**src/led_color_effect_generator_macros.svh**
```systemverilog
// ----------------------------------------------------------------------------
// LED color effect generator assertion macros
// Shared concurrent assertion forms, clocked on clk and disabled in reset.
// ----------------------------------------------------------------------------
`ifndef LED_COLOR_EFFECT_GENERATOR_MACROS_SVH
`define LED_COLOR_EFFECT_GENERATOR_MACROS_SVH

// expr must never hold
`define LCEG_ASSERT_NEVER(lbl, expr, msg) \
  lbl: assert property (@(posedge clk) disable iff (rst) !(expr)) else $error(msg);

// cons holds in the same cycle as ante
`define LCEG_ASSERT_IMPLIES(lbl, ante, cons, msg) \
  lbl: assert property (@(posedge clk) disable iff (rst) (ante) |-> (cons)) else $error(msg);

// cons holds in the cycle after ante
`define LCEG_ASSERT_NEXT(lbl, ante, cons, msg) \
  lbl: assert property (@(posedge clk) disable iff (rst) (ante) |=> (cons)) else $error(msg);

`endif

```
**src/lceg_ram.sv**
```systemverilog
// ----------------------------------------------------------------------------
// LED color effect generator RAM
// Generic single-write, single-read memory with registered read data.
// ----------------------------------------------------------------------------
module lceg_ram #(
  parameter int WIDTH = 9,
  parameter int DEPTH = 512
) (
  input  logic                                  clk,
  input  logic                                  we,
  input  logic [((DEPTH > 1) ? $clog2(DEPTH) : 1)-1:0] waddr,
  input  logic [WIDTH-1:0]                      wdata,
  input  logic                                  re,
  input  logic [((DEPTH > 1) ? $clog2(DEPTH) : 1)-1:0] raddr,
  output logic [WIDTH-1:0]                      rdata
);

  logic [WIDTH-1:0] mem [DEPTH];

  always_ff @(posedge clk) begin
    if (we) begin
      mem[waddr] <= wdata;
    end
    if (re) begin
      rdata <= mem[raddr];
    end
  end

endmodule

```
**config.mk**
```make
export PLATFORM = sky130hd
export DESIGN_NAME = lceg_ram
export DESIGN_NICKNAME = d
export VERILOG_FILES = /design/src/led_color_effect_generator_macros.svh /design/src/lceg_ram.sv
export SDC_FILE = /design/constraint.sdc
export NUM_CORES = 2
export LEC_CHECK = 0
export BUFFER_PORTS_ARGS = -buffer_cell sky130_fd_sc_hd__buf_2
export CAP_MARGIN = 20
export CORE_MARGIN = 2
export CORE_UTILIZATION = 33
export CTS_BUF_LIST = sky130_fd_sc_hd__clkbuf_2 sky130_fd_sc_hd__clkbuf_4 sky130_fd_sc_hd__clkbuf_8
export DETAILED_ROUTE_END_ITERATION = 6
export GPL_TIMING_DRIVEN = 0
export PLACE_DENSITY = 0.46
export SLEW_MARGIN = 10
export SYNTH_ARGS = -nofsm -noshare
export SYNTH_HDL_FRONTEND = slang
export SYNTH_MEMORY_MAX_BITS = 65536
export SYNTH_SLANG_ARGS = --single-unit
```
**constraint.sdc**
```tcl
create_clock -name clk -period 3.4 [get_ports clk]
set_input_delay 0.85 -clock clk [delete_from_list [all_inputs] [get_ports clk]]
set_output_delay 0.85 -clock clk [all_outputs]
set_load 0.03 [all_outputs]
```
Word-level counts from Yosys, hierarchy flattened --
Memory sizes are Yosys's and may differ from the RTL's. A register that Yosys moved wholly into a read port is not among the register bits. Cells that the tools add are included.
Word-level totals: register bits after elaboration 0, bits in writable memories 4608, memories 1, input bits 30
Memories:
- mem | depth 512, bits a word 9, read ports 1, clocked after Yosys merged registers in 1, wr ports 1, line lceg_ram.sv:18 | logic [WIDTH-1:0] mem [DEPTH];
Operators by class: mux-type cells 2
Operators with widths (count):
- 1-bit 2-to-1 mux | 2

Longest topological paths before layout --
depth in word-level cells 2, gate-level depth with buffers 13

Least setup slack after synthesis --
Ideal clock, no wire load.
path kind input to register, start point in raddr[0] (netlist name), end point reg rdata[0], read port of mem, data pin, arrival time 2769 ps, slack 374 ps, setup time 257 ps, stages on the path 9, path through buf_6 -> buf_12 -> buf_12 -> buf_4 -> mux4_2 -> mux4_2 -> o21ai_1 -> o21ai_1 -> and4bb_1
RTL lines:
- from (decl) | line lceg_ram.sv:14 | input logic [((DEPTH > 1) ? $clog2(DEPTH) : 1)-1:0] raddr,
- to (decl) | line lceg_ram.sv:15 | output logic [WIDTH-1:0] rdata

==> impl_results.md <==
- # DRC: 1
- Crit path time final: 3980 ps
- Final hold vios: 0
- Most common cell after layout, fill and taps aside: edfxtp_1
- Crit path DAT: 5020 ps
- Syn Inst Count: 8888
- Fmax: 251 MHz
- Sequential power share: 52.1%
- Avg Cell Area, Syn: 20.2 um^2
- Clock H-tree levels: 6
- Crit path launch type: input port
- Pleak: 67.8 nW
- Final slew viol count: 0
- FF+latch count, synth: 4617
- Switch Pwr: 0.0297 W
- Setup violations, final: 9
- Power Internal: 0.0908 W
- Cell Area, Synth: 180000 um^2
- Clk root buf: clkbuf_8
- Final nets: 10000
- Worst-Skew Late Latency: 1320 ps
- Predominant post-synthesis flop cell: edfxtp_1
- Setup crit end kind: flip-flop
- PD cells: 566 nW/um^2
- Comb pwr share: 7.2%
- CTS buffer count: 773
- Starting Density: 33.1%
- Seq/Total Area, Yosys: 77.2%
- Row count: 271
- Sw frac: 24.6%
- Width of the die: 742 um
- Detailed placement HPWL: 501000 um
- Tcrit/Tclk final: 117%
- Vias: 102000
- Async S/R FF share, synth: 0%
- Max_slew headroom: 12.9%
- Vias in the first global route: 99000
- Die area: 550000 um^2
- Vias/cell: 5.72
- Global-route wire length before repair: 927000 um
- Port Buffer Count: 31
- Setup Skew: 61.4 ps
- Flop2flop setup slack: -430 ps
- CTS tree: done
- Setup CP Type: in2reg
- GP Congestion: 0.937
- Drt first pass iters: 7
- Post-place setup slack: -3710 ps
- Failing checks: DRC, setup timing
- Die Y: 742 um
- Peak supply drop: 412 uV
- GRT Total Usage: 25.3%
- Gr ovfl total: 0
- CORE AREA: 544000 um^2
- Per-cell routed wire length: 40.1 um
- Worst-path clk slew: 50 ps
- Total Wirelength: 718000 um
- RSZ-0062 raised after global routing: true
- I/O pin count: 39
- Hold Path Class: in2reg
- Worst-margin pin slew: 1290 ps
- Synthesis Warnings: 0
- EDFF count, synth: 4617
- Most frequent cells in the layout: 4617 x edfxtp_1, 849 x mux2i_1, 815 x clkbuf_8
- PnR worst setup slack: -579 ps
- Sink Count: 4617
- Post-route ant nets: 0
- Largest net degree at the start of global routing: 143
- Starting DRT DRC Count: 15200
- Status: finished, violations left
- Syn Nets: 8918
- Final core utilization: 39.2%
- Max-cap violations: 0
- Layout cell share with drive strength beyond 1: 28.9%
- Clk network pwr share: 40.7%
- Layout area overhead: 18.5%
- Post-synth cell types: 50
- Initial antenna violation count: 91
- Clock buffer depth: 4
- Critical path required time: 4440 ps
- Crit Path Max Fanout: 11
-- metal layers --
metal / global-route usage (%) / wire length (um) / up-vias
met5: 0 / 220 / -
met4: 12.1 / 40800 / 34
met3: 6.67 / 73300 / 1371
met2: 39.3 / 324000 / 6130
met1: 33.2 / 279000 / 55000
li1: - / - / 39700
-- worst paths after layout --
kind	startpoint	to	depth (start not counted)
worst min-delay path	wdata[4]	mem[303][4]$_DFFE_PP_	1
worst min register to register	mem[425][3]$_DFFE_PP_	rdata[3]$_DFFE_PP_	6
worst max-delay path	raddr[1]	rdata[6]$_DFFE_PP_	10
worst max register to register	mem[198][6]$_DFFE_PP_	rdata[6]$_DFFE_PP_	6
-- sequential cells by signal, summed over array words and instances, names as in the netlist --
signal,cells
mem,4608
rdata,9
-- power by group through the flow --
stage	clock (W)	sequential, W	combinational [W]
after floorplan	0	0.0640	0.00301
after global placement	0	0.0645	0.00734
after detailed placement	0	0.0639	0.00778
after CTS	0.0496	0.0627	0.00836
after global routing	0.0520	0.0627	0.00869
final	0.0491	0.0627	0.00866
-- critical path: stages --
cell      delay (ps)
buf_12           190
buf_8            240
buf_12           260
buf_8            240
mux4_2           380
o22ai_2          370
a22oi_1          170
nand4_1          500
nand4_1          920
and4bb_2         710
-- cell usage after synthesis (2+ instances only) --
library cell / instances / area [um^2]
and2_1: 17 / 106
a21oi_1: 217 / 1090
a31oi_1: 13 / 81.3
o221ai_2: 6 / 90.1
nand3_1: 25 / 125
mux2i_1: 879 / 8800
nor3b_1: 5 / 37.5
and4bb_1: 8 / 100
a221o_1: 8 / 80.1
o21ai_0: 128 / 641
nand2_1: 125 / 469
and3_1: 9 / 56.3
nand2b_1: 4 / 25.0
and4_1: 8 / 70.1
o21ai_1: 17 / 85.1
buf_1: 63 / 236
mux2_2: 17 / 191
clkbuf_1: 243 / 912
nand3b_1: 2 / 15.0
buf_12: 6 / 120
edfxtp_1: 4617 / 139000
a211oi_1: 15 / 113
a22oi_1: 51 / 383
nor3_1: 46 / 230
buf_6: 61 / 687
nor2_1: 601 / 2260
buf_8: 20 / 300
o221ai_1: 425 / 3720
inv_1: 3 / 11.3
nand4_1: 66 / 413
nor4_1: 27 / 169
or3_1: 3 / 18.8
o22a_1: 8 / 70.1
o31ai_1: 19 / 143
buf_2: 84 / 420
mux4_2: 747 / 16800
nor2b_1: 7 / 43.8
o22ai_1: 192 / 1200
buf_4: 85 / 638
-- cell families (layout without fill, tap and decap cells) --
family / after synthesis / in the layout / synth area share [%]
flops: 4617 / 4617 / 77.2
mux: 1643 / 1643 / 14.4
compound gates: 1102 / 1102 / 4.30
simple gates: 960 / 960 / 2.33
buf+inv: 566 / 2295 / 1.85
other cells: 0 / 38 / 0
-- repair_timing --
item	in CTS	in global routing
setup endpoints to repair	9	9
hold buffers	5	0
gates cloned	3	1
pin swaps	66	68
resized for setup	885	191
buffers inserted	60	40
hold endpoints to repair	94	0
-- stage by stage --
| stage | cells | cell area (um^2) | total power [W] | TNS, ps | hold slack (ps) |
|---|---|---|---|---|---|
| 2_1_floorplan | 8888 | 180000 | 0.0670 | 0 | 949 |
| 3_3_place_gp | 16200 | 189000 | 0.0718 | - | 1190 |
| 3_5_place_dp | 16300 | 193000 | 0.0717 | -1760470 | 1210 |
| 4_1_cts | 17800 | 211000 | 0.121 | -1480 | 12.8 |
| 5_1_grt | 17900 | 213000 | 0.123 | -1750 | 98.7 |
| 6_report | 17900 | 213000 | 0.121 | -3940 | 139 |
-- layout make-up --
type	instances	area [um^2]
Antenna cell	38	95.1
Buffer	558	5920
Clock buffer	1020	12500
Clock inverter	391	2520
Fill cell	49000	331000
Inverter	4	18.8
Multi-Input combinational cell	3705	39400
Sequential cell	4617	139000
Tap cell	7234	9050
Timing Repair Buffer	322	4820
(Power assumes the default switching activity.)
